==> config.mk <==
export PLATFORM = sky130hd
export DESIGN_NAME = fixed_partition_fit_allocator
export DESIGN_NICKNAME = d
export VERILOG_FILES = /design/src/hdl/fpfa_pkg.sv /design/src/hdl/fpfa_table.sv /design/src/hdl/fpfa_fit_unit.sv /design/src/hdl/fixed_partition_fit_allocator.sv
export SDC_FILE = /design/constraint.sdc
export NUM_CORES = 1
export LEC_CHECK = 0
export ABC_CLOCK_PERIOD_IN_PS = 5700
export BUFFER_PORTS_ARGS = -buffer_cell sky130_fd_sc_hd__buf_2
export CAP_MARGIN = 5
export CORE_AREA = 2 2 259 159
export DETAILED_ROUTE_END_ITERATION = 16
export DIE_AREA = 0 0 261 161
export MAX_ROUTING_LAYER = met4
export PLACE_DENSITY = 0.68
export SLEW_MARGIN = 20
export SYNTH_ARGS = -nofsm -noshare
export SYNTH_HDL_FRONTEND = slang
export SYNTH_SLANG_ARGS = --single-unit
export TNS_END_PERCENT = 20
==> constraint.sdc <==
create_clock -name clk_i -period 5.7 [get_ports clk_i]
set_input_delay 0.57 -clock clk_i [delete_from_list [all_inputs] [get_ports clk_i]]
set_output_delay 0.57 -clock clk_i [all_outputs]
set_load 0.02 [all_outputs]
==> src/hdl/fpfa_pkg.sv <==
// Shared codes and constants of the fixed partition fit allocator.
package fpfa_pkg;

  localparam int unsigned AMOUNT_BITS = 16;
  localparam int unsigned SEL_BITS    = 4;
  localparam int unsigned PID_BITS    = 8;
  localparam int unsigned INDEX_BITS  = 4;
  localparam int unsigned COUNT_BITS  = 5;

  localparam logic [1:0] STATUS_PLACED = 2'd0;
  localparam logic [1:0] STATUS_NOFIT  = 2'd1;
  localparam logic [1:0] STATUS_LOADED = 2'd2;

  localparam logic [1:0] MODE_FIRST = 2'd0;
  localparam logic [1:0] MODE_BEST  = 2'd1;
  localparam logic [1:0] MODE_NEXT  = 2'd2;
  localparam logic [1:0] MODE_WORST = 2'd3;

  localparam logic CFG_FIT_MODE   = 1'b0;
  localparam logic CFG_PART_COUNT = 1'b1;

  localparam logic [COUNT_BITS-1:0] COUNT_RESET = 5'd16;

endpackage

==> src/hdl/fpfa_table.sv <==
// Partition table: size memory with loaded marks, busy marks and owner memory.
module fpfa_table import fpfa_pkg::*; #(
  parameter int unsigned PARTITIONS = 16,
  parameter int unsigned SIZE_BITS  = 16,
  parameter int unsigned IW         = 4
) (
  input  logic                 clk_i,
  input  logic                 rst_ni,
  input  logic                 load_en_i,
  input  logic [IW-1:0]        load_idx_i,
  input  logic [SIZE_BITS-1:0] load_size_i,
  input  logic                 place_en_i,
  input  logic [IW-1:0]        place_idx_i,
  input  logic [PID_BITS-1:0]  place_owner_i,
  input  logic                 rd_en_i,
  input  logic [IW-1:0]        rd_addr_i,
  output logic [SIZE_BITS-1:0] rd_size_o,
  output logic                 rd_busy_o
);

  logic [SIZE_BITS-1:0] size_mem [PARTITIONS];
  logic [PID_BITS-1:0]  owner_mem [PARTITIONS];
  logic [PARTITIONS-1:0] loaded_q;
  logic [PARTITIONS-1:0] busy_q;
  logic [SIZE_BITS-1:0] size_rd_q;
  logic                 loaded_rd_q;
  logic                 busy_rd_q;

  always_ff @(posedge clk_i) begin
    if (load_en_i) begin
      size_mem[load_idx_i] <= load_size_i;
    end
    if (rd_en_i) begin
      size_rd_q <= size_mem[rd_addr_i];
    end
  end

  always_ff @(posedge clk_i) begin
    if (place_en_i) begin
      owner_mem[place_idx_i] <= place_owner_i;
    end
  end

  always_ff @(posedge clk_i or negedge rst_ni) begin
    if (!rst_ni) begin
      loaded_q    <= '0;
      busy_q      <= '0;
      loaded_rd_q <= 1'b0;
      busy_rd_q   <= 1'b0;
    end else begin
      if (load_en_i) begin
        loaded_q[load_idx_i] <= 1'b1;
        busy_q[load_idx_i]   <= 1'b0;
      end
      if (place_en_i) begin
        busy_q[place_idx_i] <= 1'b1;
      end
      if (rd_en_i) begin
        loaded_rd_q <= loaded_q[rd_addr_i];
        busy_rd_q   <= busy_q[rd_addr_i];
      end
    end
  end

  assign rd_size_o = loaded_rd_q ? size_rd_q : '0;
  assign rd_busy_o = busy_rd_q;

endmodule

==> src/hdl/fpfa_fit_unit.sv <==
// Shared compare and subtract unit that judges one partition against the request.
module fpfa_fit_unit import fpfa_pkg::*; #(
  parameter int unsigned SIZE_BITS = 16,
  parameter int unsigned CW        = 16
) (
  input  logic [1:0]             mode_i,
  input  logic [SIZE_BITS-1:0]   size_i,
  input  logic                   busy_i,
  input  logic [AMOUNT_BITS-1:0] need_i,
  input  logic                   have_pick_i,
  input  logic [CW-1:0]          pick_left_i,
  output logic [CW-1:0]          left_o,
  output logic                   take_o
);

  logic [CW-1:0] size_ext;
  logic [CW-1:0] need_ext;
  logic          fits;

  assign size_ext = CW'(size_i);
  assign need_ext = CW'(need_i);
  assign fits     = !busy_i && (size_ext >= need_ext);
  assign left_o   = size_ext - need_ext;

  always_comb begin
    take_o = 1'b0;
    if (fits) begin
      if (!have_pick_i) begin
        take_o = 1'b1;
      end else begin
        case (mode_i)
          MODE_BEST:  take_o = left_o < pick_left_i;
          MODE_WORST: take_o = left_o > pick_left_i;
          default:    take_o = 1'b0;
        endcase
      end
    end
  end

endmodule

==> src/hdl/fixed_partition_fit_allocator.sv <==
// Top level of the fixed partition fit allocator: sequencer, scan pipeline and output word.
//
// Input words arrive on in_valid_i/in_stall_o and result words leave on
// out_valid_o/out_stall_i; a word moves when valid is high and stall is low.
// A load word writes one partition size and frees that partition; its result
// word is registered from the finish state, and then the next input word is
// accepted. An allocate word scans the N partitions in use, one table read per
// cycle through a single compare and subtract unit, passes the drain state and
// registers its result from the finish state; with no partition in use it goes
// straight to finish like a load. The block takes no new input word while a
// word is in progress. A finished result sits in an output register; the next
// word may be accepted while it waits, and the sequencer holds its following
// result until the receiver takes the previous one. Configuration is written
// through cfg_we_i, cfg_index_i and cfg_data_i; the user must do so only while
// the block is idle, as the block does not enforce it. Reset selects first fit,
// sixteen partitions in use, all sizes zero and all partitions free.
module fixed_partition_fit_allocator import fpfa_pkg::*; #(
  parameter int unsigned PARTITIONS = 16,
  parameter int unsigned SIZE_BITS  = 16
) (
  input  logic                   clk_i,
  input  logic                   rst_ni,
  input  logic                   cfg_we_i,
  input  logic                   cfg_index_i,
  input  logic [COUNT_BITS-1:0]  cfg_data_i,
  input  logic                   in_valid_i,
  output logic                   in_stall_o,
  input  logic                   in_action_i,
  input  logic [SEL_BITS-1:0]    in_partition_sel_i,
  input  logic [AMOUNT_BITS-1:0] in_amount_i,
  input  logic [PID_BITS-1:0]    in_process_id_i,
  output logic                   out_valid_o,
  input  logic                   out_stall_i,
  output logic [1:0]             out_status_o,
  output logic [INDEX_BITS-1:0]  out_placed_index_o,
  output logic [AMOUNT_BITS-1:0] out_fragmentation_o
);

  localparam int unsigned IW   = $clog2(PARTITIONS);
  localparam int unsigned CNTW = $clog2(PARTITIONS + 1);
  localparam int unsigned MW   = (CNTW > COUNT_BITS) ? CNTW : COUNT_BITS;
  localparam int unsigned SW   = (IW > SEL_BITS) ? IW : SEL_BITS;
  localparam int unsigned CW   = (SIZE_BITS > AMOUNT_BITS) ? SIZE_BITS : AMOUNT_BITS;
  localparam logic [MW-1:0] PART_LIM = MW'(PARTITIONS);
  localparam logic [SW:0]   SEL_LIM  = (SW + 1)'(PARTITIONS);

  typedef enum logic [3:0] {
    ST_IDLE   = 4'b0001,
    ST_SCAN   = 4'b0010,
    ST_DRAIN  = 4'b0100,
    ST_FINISH = 4'b1000
  } state_e;

  state_e state_q, state_d;

  logic [1:0]             mode_q;
  logic [COUNT_BITS-1:0]  count_q;
  logic [IW-1:0]          last_q, last_d;
  logic                   is_load_q, is_load_d;
  logic [AMOUNT_BITS-1:0] need_q, need_d;
  logic [PID_BITS-1:0]    pid_q, pid_d;
  logic [IW-1:0]          k_q, k_d;
  logic [CNTW-1:0]        remain_q, remain_d;
  logic                   ev_vld_q, ev_vld_d;
  logic [IW-1:0]          ev_idx_q, ev_idx_d;
  logic                   have_q, have_d;
  logic [IW-1:0]          pick_q, pick_d;
  logic [CW-1:0]          pick_left_q, pick_left_d;
  logic                   out_valid_q, out_valid_d;
  logic [1:0]             status_q, status_d;
  logic [INDEX_BITS-1:0]  index_q, index_d;
  logic [AMOUNT_BITS-1:0] frag_q, frag_d;

  logic [MW-1:0]          count_ext;
  logic [MW-1:0]          eff_wide;
  logic [CNTW-1:0]        eff;
  logic [IW-1:0]          start;
  logic [SW-1:0]          sel_ext;
  logic                   accept;
  logic                   slot_free;
  logic                   load_en;
  logic                   place_en;
  logic                   rd_en;
  logic [SIZE_BITS-1:0]   rd_size;
  logic                   rd_busy;
  logic [CW-1:0]          left;
  logic                   take;
  logic [IW+INDEX_BITS-1:0] pick_pad;

  assign count_ext = MW'(count_q);
  assign eff_wide  = (count_ext > PART_LIM) ? PART_LIM : count_ext;
  assign eff       = eff_wide[CNTW-1:0];
  assign start     = ((mode_q == MODE_NEXT) && (CNTW'(last_q) < eff)) ? last_q : '0;
  assign sel_ext   = SW'(in_partition_sel_i);
  assign pick_pad  = {{INDEX_BITS{1'b0}}, pick_q};

  assign in_stall_o = (state_q != ST_IDLE);
  assign accept     = in_valid_i && !in_stall_o;
  assign slot_free  = !out_valid_q || !out_stall_i;
  assign load_en    = accept && !in_action_i && ({1'b0, sel_ext} < SEL_LIM);
  assign rd_en      = (state_q == ST_SCAN);
  assign place_en   = (state_q == ST_FINISH) && slot_free && !is_load_q && have_q;

  fpfa_table #(
    .PARTITIONS (PARTITIONS),
    .SIZE_BITS  (SIZE_BITS),
    .IW         (IW)
  ) u_table (
    .clk_i         (clk_i),
    .rst_ni        (rst_ni),
    .load_en_i     (load_en),
    .load_idx_i    (sel_ext[IW-1:0]),
    .load_size_i   (SIZE_BITS'(in_amount_i)),
    .place_en_i    (place_en),
    .place_idx_i   (pick_q),
    .place_owner_i (pid_q),
    .rd_en_i       (rd_en),
    .rd_addr_i     (k_q),
    .rd_size_o     (rd_size),
    .rd_busy_o     (rd_busy)
  );

  fpfa_fit_unit #(
    .SIZE_BITS (SIZE_BITS),
    .CW        (CW)
  ) u_fit (
    .mode_i      (mode_q),
    .size_i      (rd_size),
    .busy_i      (rd_busy),
    .need_i      (need_q),
    .have_pick_i (have_q),
    .pick_left_i (pick_left_q),
    .left_o      (left),
    .take_o      (take)
  );

  always_comb begin
    state_d     = state_q;
    last_d      = last_q;
    is_load_d   = is_load_q;
    need_d      = need_q;
    pid_d       = pid_q;
    k_d         = k_q;
    remain_d    = remain_q;
    ev_vld_d    = 1'b0;
    ev_idx_d    = k_q;
    have_d      = have_q;
    pick_d      = pick_q;
    pick_left_d = pick_left_q;
    out_valid_d = out_valid_q && out_stall_i;
    status_d    = status_q;
    index_d     = index_q;
    frag_d      = frag_q;

    if (ev_vld_q && take) begin
      have_d      = 1'b1;
      pick_d      = ev_idx_q;
      pick_left_d = left;
    end

    case (state_q)
      ST_IDLE: begin
        if (accept) begin
          is_load_d = !in_action_i;
          need_d    = in_amount_i;
          pid_d     = in_process_id_i;
          have_d    = 1'b0;
          k_d       = start;
          remain_d  = eff;
          if (in_action_i && (eff != '0)) begin
            state_d = ST_SCAN;
          end else begin
            state_d = ST_FINISH;
          end
        end
      end
      ST_SCAN: begin
        ev_vld_d = 1'b1;
        ev_idx_d = k_q;
        k_d      = ((CNTW'(k_q) + CNTW'(1)) == eff) ? '0 : k_q + IW'(1);
        remain_d = remain_q - CNTW'(1);
        if (remain_q == CNTW'(1)) begin
          state_d = ST_DRAIN;
        end
      end
      ST_DRAIN: begin
        state_d = ST_FINISH;
      end
      ST_FINISH: begin
        if (slot_free) begin
          out_valid_d = 1'b1;
          index_d     = '0;
          frag_d      = '0;
          if (is_load_q) begin
            status_d = STATUS_LOADED;
          end else if (have_q) begin
            status_d = STATUS_PLACED;
            index_d  = pick_pad[INDEX_BITS-1:0];
            frag_d   = pick_left_q[AMOUNT_BITS-1:0];
            last_d   = pick_q;
          end else begin
            status_d = STATUS_NOFIT;
          end
          state_d = ST_IDLE;
        end
      end
      default: begin
        state_d = ST_IDLE;
      end
    endcase
  end

  always_ff @(posedge clk_i or negedge rst_ni) begin
    if (!rst_ni) begin
      state_q     <= ST_IDLE;
      mode_q      <= MODE_FIRST;
      count_q     <= COUNT_RESET;
      last_q      <= '0;
      ev_vld_q    <= 1'b0;
      have_q      <= 1'b0;
      out_valid_q <= 1'b0;
    end else begin
      state_q     <= state_d;
      last_q      <= last_d;
      ev_vld_q    <= ev_vld_d;
      have_q      <= have_d;
      out_valid_q <= out_valid_d;
      if (cfg_we_i) begin
        case (cfg_index_i)
          CFG_FIT_MODE:   mode_q  <= cfg_data_i[1:0];
          CFG_PART_COUNT: count_q <= cfg_data_i;
          default:        count_q <= count_q;
        endcase
      end
    end
  end

  always_ff @(posedge clk_i) begin
    is_load_q   <= is_load_d;
    need_q      <= need_d;
    pid_q       <= pid_d;
    k_q         <= k_d;
    remain_q    <= remain_d;
    ev_idx_q    <= ev_idx_d;
    pick_q      <= pick_d;
    pick_left_q <= pick_left_d;
    status_q    <= status_d;
    index_q     <= index_d;
    frag_q      <= frag_d;
  end

  assign out_valid_o         = out_valid_q;
  assign out_status_o        = status_q;
  assign out_placed_index_o  = index_q;
  assign out_fragmentation_o = frag_q;

endmodule

# Word-level counts from Yosys, hierarchy flattened
# Memories as Yosys holds them, arrays and structs flattened. A register that Yosys moved wholly into a read port is not among the register bits.
# Index checks and enable logic that the tools add are counted.
dict set report word_totals {
  n_memories 1
  out_inout_bits 24
  word_cells 120
  mem_bits_rw 256
  inputBits 40
  register_bits 124
}
dict set report op_classes {
  n_eq_ne 13
  mux 35
  bitwise 7
  n_reduce_logical 29
  magnitude_cmp 10
  n_addsub 4
}
# name depth word_bits rd rd_clocked_by_memory_dff write_ports line
set memory_table {}
lappend memory_table {u_table.size_mem 16 16 1 1 1 fpfa_table.sv:21} ;# logic [SIZE_BITS-1:0] size_mem [PARTITIONS];
# op count
set ops {}
lappend ops {{$mux 16} 3}
lappend ops {{$or 16x16->16} 2}
lappend ops {{$mux 4} 7}
lappend ops {{$and 16x16->16} 1}
lappend ops {{$ge 16x16->1} 1}
lappend ops {{$gt 16x16->1} 1}
lappend ops {{$lt 16x16->1} 1}
lappend ops {{$not 16->16} 1}
lappend ops {{$pmux 4 s4} 1}
lappend ops {{$sub 16x16->16} 1}
lappend ops {{$lt 4x5->1 const B} 3}
lappend ops {{$mux 1} 15}
lappend ops {{$logic_and 1x1->1} 12}
lappend ops {{$mux 5} 2}
lappend ops {{$pmux 5 s2} 1}
lappend ops {{$reduce_and 2->1} 5}
lappend ops {{$bmux 1 s4} 2}
lappend ops {{$demux 1 s4} 2}
lappend ops {{$ge 4x1->1 const B} 2}
lappend ops {{$pmux 4 s2} 1}
lappend ops {{$logic_not 1->1} 6}
lappend ops {{$add 4x1->5 const B} 1}
lappend ops {{$eq 5x1->1 const B} 1}
lappend ops {{$eq 5x5->1} 1}
lappend ops {{other kinds (21)} 25}

# Longest topological paths before layout
# Gate-level depths: netlist of run 1.
dict set report logic_depth {
  depth_word 10
  ltp_mapped 18
  mapped_depth_nobuf 17
}

# Hierarchy
# From an unflattened synthesis of run 1, not the netlist that was laid out.
dict set report hier_totals {
  hier_cells 939
  hier_area_um2 16915.0
}
# module n_inst cells_per_inst area_per_inst_um2
set modules_own_cells {}
lappend modules_own_cells {fpfa_table 1 532 11921.4}
lappend modules_own_cells {fixed_partition_fit_allocator 1 227 3718.6}
lappend modules_own_cells {fpfa_fit_unit 1 180 1275.0}

# Worst setup path after synthesis of run 1
# No wires, ideal clock.
dict set report synth_timing {
  path_type {register to register}
  start {register u_table.loaded_rd_q}
  end {register pick_left_q[0], enable pin}
  path_buffers 1
  setup_slack_ns 0.991
  arrival_ns 4.305
  t_required_ns 5.296
  stages_incl_launch_ff 18
  path_cell_list {dfrtp_1 clkbuf_1 nand2_1 ha_1 inv_1 fa_1 nand3_1 a21oi_1 o311ai_0 nand2_1 a21oi_1 xnor2_1 ha_1 nand4_1 nor3_1 a2111oi_0 mux2i_1 a21oi_1}
}
dict set report synth_between {
  elab_chain_len 7
  elab_cells_between_ends 10
  classes_between {1 x add/sub; 3 x order compare; 4 x mux; 2 x reduce/logical}
}
# element line
set synth_lines {}
lappend synth_lines {{start: declaration} fpfa_table.sv:26} ;# logic loaded_rd_q;
lappend synth_lines {{start signal: assignment} fpfa_table.sv:59} ;# loaded_rd_q <= loaded_q[rd_addr_i];
lappend synth_lines {{$mux 16 *} fpfa_table.sv:65} ;# assign rd_size_o = loaded_rd_q ? size_rd_q : '0;
lappend synth_lines {{$sub 16x16->16 *} fpfa_fit_unit.sv:23} ;# assign left_o = size_ext - need_ext;
lappend synth_lines {{named net left[12]} fixed_partition_fit_allocator.sv:86} ;# logic [CW-1:0] left;
lappend synth_lines {{$gt 16x16->1 / $lt 16x16->1 (equally long branches)} {fpfa_fit_unit.sv:33, fpfa_fit_unit.sv:32}}
lappend synth_lines {{$pmux 1 s2 *} fpfa_fit_unit.sv:31} ;# case (mode_i)
lappend synth_lines {{$mux 1 *} fpfa_fit_unit.sv:28} ;# if (!have_pick_i) begin
lappend synth_lines {{$mux 1 *} fpfa_fit_unit.sv:27} ;# if (fits) begin
lappend synth_lines {{$logic_and 1x1->1 *} fixed_partition_fit_allocator.sv:155} ;# if (ev_vld_q && take) begin
lappend synth_lines {{end signal: assignment} fixed_partition_fit_allocator.sv:246} ;# pick_left_q <= pick_left_d;
lappend synth_lines {{end: declaration} fixed_partition_fit_allocator.sv:68} ;# logic [CW-1:0] pick_left_q, pick_left_d;
# The timed path passes the listed nets; every way through them passes the cells marked *.
# A chain may end at the register's enable or synchronous reset.

# Worst setup path in the final report of run 1
dict set report layout_timing {
  start {register u_table.loaded_rd_q}
  end {register pick_q[1], enable pin}
}
dict set report layout_between {
  elab_chain_len 7
  elab_cells_between_ends 10
  classes_between {1 x add/sub; 3 x order compare; 4 x mux; 2 x reduce/logical}
}
# element line
set layout_lines {}
lappend layout_lines {{$mux 16 *} fpfa_table.sv:65}
lappend layout_lines {{$sub 16x16->16 *} fpfa_fit_unit.sv:23}
lappend layout_lines {{named net left[15]} fixed_partition_fit_allocator.sv:86}
lappend layout_lines {{$gt 16x16->1 / $lt 16x16->1 (equally long branches)} {fpfa_fit_unit.sv:33, fpfa_fit_unit.sv:32}}
lappend layout_lines {{$pmux 1 s2 *} fpfa_fit_unit.sv:31}
lappend layout_lines {{$mux 1 *} fpfa_fit_unit.sv:28}
lappend layout_lines {{$mux 1 *} fpfa_fit_unit.sv:27}
lappend layout_lines {{$logic_and 1x1->1 *} fixed_partition_fit_allocator.sv:155}
lappend layout_lines {{end signal: assignment} fixed_partition_fit_allocator.sv:245} ;# pick_q <= pick_d;
lappend layout_lines {{end: declaration} fixed_partition_fit_allocator.sv:67} ;# logic [IW-1:0] pick_q, pick_d;
# Marks and branches as above.

==> results.md, run 1 <==
* Outcome: finished, final reports clean
* Clock Tree Root: clkbuf_16
* Initial antenna violation count at 0
* Total CTS buffers at 37
* Crit path time final at 4510 ps
* Post-Syn Nets at 1,028
* Post-DP Area at 0.0175 sq mm
* Slew Limit Fails at 0
* Htree depth at 2
* Drt drc at 0
* CP Capture Type: flip-flop
* Final Net Count at 1,107
* Final count of hold timing violations at 0
* Commonest cells after routing, fill and taps aside: 340 x edfxtp_1, 90 x mux4_2, 58 x inv_1, 55 x buf_2, 50 x dfrtp_1
* Avg WL per Cell at 22.3 um
* Slew at the pin with the worst max-slew slack at 1010 ps
* Clk sink count at 396
* First-pass GRT wire length at 53,800 um
* # IOs at 64
* Netlist cell types at 57
* Drt via density at 5.47
* Post-synth ARST share at 13.1%
* RSZ-0062 raised after global routing: no
* Vias in the first global route at 8,724
* Mux contribution to synthesized area at 12.9%
* Core area at 0.0398 sq mm
* Clk buf depth at 3
* Detailed Route WL at 35,400 um
* Post-synthesis xor/xnor area fraction at 1.06%
* Die width at 261 um
* Buffer count from post-CTS setup fixing at 0
* CP max FO at 17
* Antenna-violating nets left at 0
* Startpoint types: flip-flop
* Final GP Congestion at 0.873
* DRT Pass-1 Iters at 5
* P_leak at 6.65 nW
* # Max-Cap Violations at 0
* Syn-to-layout area delta at 13.4%
* 1st-iter DRT viols at 848
* Gr usage total at 17.8%
* Clk_skew at 21.4 ps
* Die area at 0.0420 sq mm
* DP Wirelength at 23,000 um
* Overall Power at 8.20 mW
* Fill cells at 3,336
* # port buffers at 55
* Standard-cell rows at 57
* Ant diodes at 0
* Hold Buf Count CTS at 0
* Crit path arrival time at 4750 ps
* Share of the yosys chip area belonging to registers at 70.4%
* Largest family of logic cells by synthesized area: multiplexers
* Post-Synth Simple-Gate Area at 6.41%
* Max_slew headroom at 32.4%
* Worst skew pair latency at 540 ps
* CP Class: flip-flop to flip-flop
* # resized after CTS at 0
* Largest net degree at the start of global routing at 75
* Seq cells post-synth at 396
* Synthesized-area fraction occupied by adder cells at 3.09%
* Clk slew on worst S/H paths at 60 ps
* Mean Syn Cell Area at 17.4 sq um
* Cell area after synthesis at 0.0165 sq mm
* Crit share post-route at 79.1%
* Worst path required time at 5940 ps
* Peak supply drop at 263 uV
* Total number of vias at 8,666
* Share of cells above drive strength 1 at 24.0%
* TritonCTS clock tree: built
* Warnings from Yosys at 0
* Die Ht at 161 um
* Final Hold Slack at 158 ps
* Final instance area at 0.0187 sq mm
* Starting Density at 41.4%
* Hold Crit Class: input port to async pin
* Complex-gate fraction of the synthesized area at 3.98%
* Post-synth top flop: edfxtp_1
* Setup-failing EPs final at 0
* Max frequency at 0.222 GHz
* EDFF count, synth at 340
* Gr ovfl total at 0
* Pwr Density at 439 mW/mm^2
* Post-Syn Instances at 948
* Setup TNS at 0 ps
* Most common library cell in the layout ignoring fill and taps: edfxtp_1
==> power breakdown <==
group	switching, mW	internal (mW)	total, mW
registers	0.154	3.48	3.63
logic	1.16	0.938	2.10
clock network	1.06	1.40	2.46
total	2.38	5.82	8.20
==> final cells by class <==
| class | count | area, sq um | share of cell area (%) |
|---|---|---|---|
| clock inverter | 15 | 145 | 0.777 |
| timing repair buffer | 73 | 423 | 2.27 |
| multi-input combinational | 460 | 4560 | 24.4 |
| clock buffer | 50 | 1060 | 5.66 |
| inverter | 59 | 221 | 1.19 |
| sequential | 396 | 11600 | 62.1 |
| tap | 531 | 664 | 3.56 |
==> critical path, cell delays in order, from the launching register on <==
cell and delay, ps:
dfrtp_1 530, and2_1 280, ha_1 300, nor2b_1 130
o21ai_0 110, a21oi_1 350, o21ba_2 260, o21ai_0 90
o311ai_0 490, ha_1 350, nand4_1 130, nor3_1 90
a2111oi_0 500, mux2i_1 190, a21oi_2 200, buf_4 220
==> layer usage <==
layer  GRT usage (%)  vias up  wire length [um]
met5               -        -                 0
met4            4.11        0               595
met3            4.27       44              3010
met2            24.7      340             15200
met1            26.7     4427             16600
li1                -     3855                 -
==> stage by stage <==
stage	util [%]	std cells	worst slack, ps
6_report	46.9	1584	1190
5_1_grt	46.9	1584	789
4_1_cts	46.9	1584	1150
3_5_place_dp	43.9	1519	1210
3_3_place_gp	43.9	1519	1230
2_1_floorplan	-	948	991
==> cell families after synthesis <==
group,count (synthesis)
AND/OR/NAND/NOR,197
AO/OA/AOI/OAI,104
flip-flops,396
buffers and inverters,92
adder cells (fa/ha/maj),40
multiplexers,99
XOR/XNOR,20
==> flip-flops by register name, indices dropped and copies added, names as in the netlist, 5 cells and up <==
register             flops
count_ext                5
need_q                  16
out_fragmentation_o     16
pick_left_q             16
remain_q                 5
u_table.busy_q          16
u_table.loaded_q        16
u_table.size_mem       256
u_table.size_rd_q       16
==> cell usage after synthesis, drive strengths merged, types with 7 or more instances <==
library cell / count / area share [%]
buf: 9 / 0.24
xor2: 9 / 0.48
nor2b: 8 / 0.30
edfxtp: 340 / 62
nand3: 13 / 0.40
a21o: 10 / 0.46
o21ai: 35 / 1.1
and2: 21 / 0.80
a21oi: 24 / 0.73
inv: 58 / 1.3
or3: 8 / 0.33
xnor2: 11 / 0.59
mux4: 90 / 12
nor3: 26 / 0.79
or2: 11 / 0.43
clkbuf: 24 / 0.55
nand2b: 21 / 0.80
nor2: 25 / 0.57
mux2: 7 / 0.48
nand2: 40 / 0.91
dfrtp: 50 / 7.6
nand4: 7 / 0.27
ha: 39 / 3.0
==> final timing paths <==
check                                     from                   end  slack [ps]  cells past startpoint
hold / removal                          rst_ni  u_table.loaded_q[11]         160                      2
hold reg to reg                    ev_idx_d[2]           ev_idx_q[2]         380                      0
setup reg to reg           u_table.loaded_rd_q             pick_q[1]        1190                     15
min in group clk_i               cfg_data_i[3]          count_ext[3]         270                      2
max in group asynchronous               rst_ni     u_table.busy_q[9]        5050                      2
setup / recovery           u_table.loaded_rd_q             pick_q[1]        1190                     15
(Power assumes the default switching activity.)
==> inputs of run 2 (changes only) <==
- ABC_AREA: unset -> 1
- ABC_CLOCK_PERIOD_IN_PS: 5700 -> 3900
- CORE_AREA: 2 2 259 159 -> 2 2 263 161
- DIE_AREA: 0 0 261 161 -> 0 0 265 163
- PLACE_DENSITY: 0.68 -> 0.7
- clock period: 5.7 -> 3.9 ns (I/O delays scaled with it)
==> results.md, run 2 <==
* Standard-cell rows at 58
* Largest register FFs at 256
* Final count of hold timing violations at 0
* Worst path required time at 4150 ps
* Top cells by area, synth: edfxtp_1 60%, dfrtp_1 7.4%, nor2_1 3.4%
* # IOs at 64
* Complex-gate fraction of the synthesized area at 9.71%
* Synthesized-area fraction occupied by adder cells at 3.00%
* Post-Synth Simple-Gate Area at 10.3%
* Starting Density at 41.2%
* First-pass GRT wire length at 61,000 um
* Vias in the first global route at 10,300
* Antenna-violating nets left at 0
* Die Ht at 163 um
* Drt via density at 5.45
* Setup TNS at 0 ps
* Htree depth at 2
* Syn-to-layout area delta at 13.2%
* Grt met3 use at 4.87%
* Post-Syn Nets at 1,430
* Die area at 0.0432 sq mm
* Core area at 0.0411 sq mm
* Post-synth ARST share at 13.1%
* Gr ovfl total at 0
* Avg WL per Cell at 20.1 um
* Slew at the pin with the worst max-slew slack at 1150 ps
* Peak supply drop at 493 uV
* Clk_skew at 24.8 ps
* # Max-Cap Violations at 0
* Clk slew on worst S/H paths at 60 ps
* Warnings from Yosys at 0
* Startpoint types: flip-flop
* Outcome: finished, final reports clean
* Met2 usage at 26.1%
* Clk sink count at 396
* Clk buf depth at 3
* Total number of vias at 10,800
* Share of cells above drive strength 1 at 12.4%
* Share of the yosys chip area belonging to registers at 68.4%
* Pwr Density at 671 mW/mm^2
* Fill cells at 3,604
* Most instantiated cells after synthesis: 340 x edfxtp_1, 155 x nor2_1, 140 x nand2_1
* Clock Tree Root: clkbuf_16
* Worst skew pair latency at 550 ps
* Die width at 265 um
* GR Layer Usage met1 at 28.5%
* Crit path arrival time at 4000 ps
* CP Class: flip-flop to flip-flop
* Ant diodes at 0
* DP Wirelength at 23,900 um
* Mux contribution to synthesized area at 3.02%
* Gr usage total at 19.1%
* Largest Register: u_table.size_mem
* Setup-failing EPs final at 0
* Post-Syn Instances at 1,350
* Crit path time final at 3760 ps
* Biggest area consumer among synthesized cells: edfxtp_1
* Crit share post-route at 96.3%
* Drt drc at 0
* # port buffers at 55
* TritonCTS clock tree: built
* Post-synth top flop: edfxtp_1
* Largest net degree at the start of global routing at 165
* Post-synthesis xor/xnor area fraction at 1.03%
* Final GP Congestion at 0.869
* Seq cells post-synth at 396
* Max_slew headroom at 23.0%
* Area share of the largest cell type after synthesis at 60.3%
* CP Capture Type: flip-flop
* Detailed Route WL at 39,900 um
* P_leak at 7.34 nW
* Mean Syn Cell Area at 12.5 sq um
* Initial antenna violation count at 0
* Commonest cells after routing, fill and taps aside: 340 x edfxtp_1, 154 x nor2_1, 140 x nand2_1, 123 x inv_1, 90 x o21ai_0
* Most common library cell in the layout ignoring fill and taps: edfxtp_1
* Busiest grt layer: met1
* Total CTS buffers at 37
* Final Hold Slack at 69.0 ps
* Cell area after synthesis at 0.0169 sq mm
* Hold Crit Class: input port to flip-flop
* Max frequency at 0.266 GHz
* 1st-iter DRT viols at 1,149
* Netlist cell types at 44
* Final Net Count at 1,497
* Slew Limit Fails at 0
* Most used standard cell by instance count after synthesis: edfxtp_1
* EDFF count, synth at 340
* DRT Pass-1 Iters at 5
* CP max FO at 16
* Largest family of logic cells by synthesized area: simple AND/OR/NAND/NOR gates
[run 2: cell type report]
class                           count  area (sq um)  share of cell area (%)
Sequential cell                   396         11600                    60.5
Multi-Input combinational cell    768          4610                    24.1
Clock buffer                       44           995                    5.19
Tap cell                          540           676                    3.52
Timing Repair Buffer               89           583                    3.04
Inverter                          125           469                    2.45
Clock inverter                     22           240                    1.25
[run 2: through the flow]
step	util, %	cell area, sq um	worst slack, ps	total power [mW]	cells
final	46.7	19200	144	12.9	1984
after global routing	46.7	19200	-12.0	13.6	1984
after CTS	46.6	19100	11.1	12.8	1981
after detailed placement	43.5	17900	60.7	9.07	1914
after global placement	43.5	17900	109	8.95	1914
after floorplan	-	16900	253	8.00	1350
[run 2: worst paths after layout]
check	startpoint	endpoint	slack, ps	cells past startpoint
max in group asynchronous	rst_ni	u_table.loaded_rd_q	2820	3
worst min-delay path	out_stall_i	out_valid_o	70	3
worst max-delay path	u_table.loaded_rd_q	pick_left_q[1]	140	18
worst max register to register	u_table.loaded_rd_q	pick_left_q[1]	140	18
worst min register to register	ev_idx_q[3]	pick_q[3]	400	0
min in group asynchronous	rst_ni	count_ext[2]	500	3
[run 2: cell families (layout without fill, tap and decap cells)]
kind of cell,after synthesis,count (layout)
mux,51,51
xor+xnor,20,20
fa+ha+maj,40,40
buf+inv,186,280
compound gates,258,258
simple gates,399,399
flops,396,396
[run 2: power by group]
group	switching, mW	total (mW)	internal, mW
clock network	1.57	3.73	2.16
logic	2.55	3.83	1.28
registers	0.203	5.30	5.09
[run 2: worst max-delay path, cell delays in order, from the launching register on]
cell and delay [ps]:
dfrtp_4 560, buf_4 190, nand2_1 50, inv_1 40, ha_1 410, nand2_1 140
o21ai_0 310, a21oi_1 110, nand2_1 130, xor2_1 270, ha_1 300, nand2_1 120
o21ai_0 130, a21oi_2 190, nand3_1 90, nand3_1 80, nand2_1 60, inv_1 110
buf_12 170
[run 2: routing by layer]
layer	share of wire (%)	vias up
li1	-	5000
met1	48	5300
met2	41	446
met3	8.8	71
met4	1.9	0
met5	0	-
[run 2: timing repair]
action                     4_1_cts  5_1_grt
hold buffers                     1        0
gates resized for setup          0        6
hold endpoints to repair         1        0
setup endpoints to repair        0       20
buffers inserted                 0        3
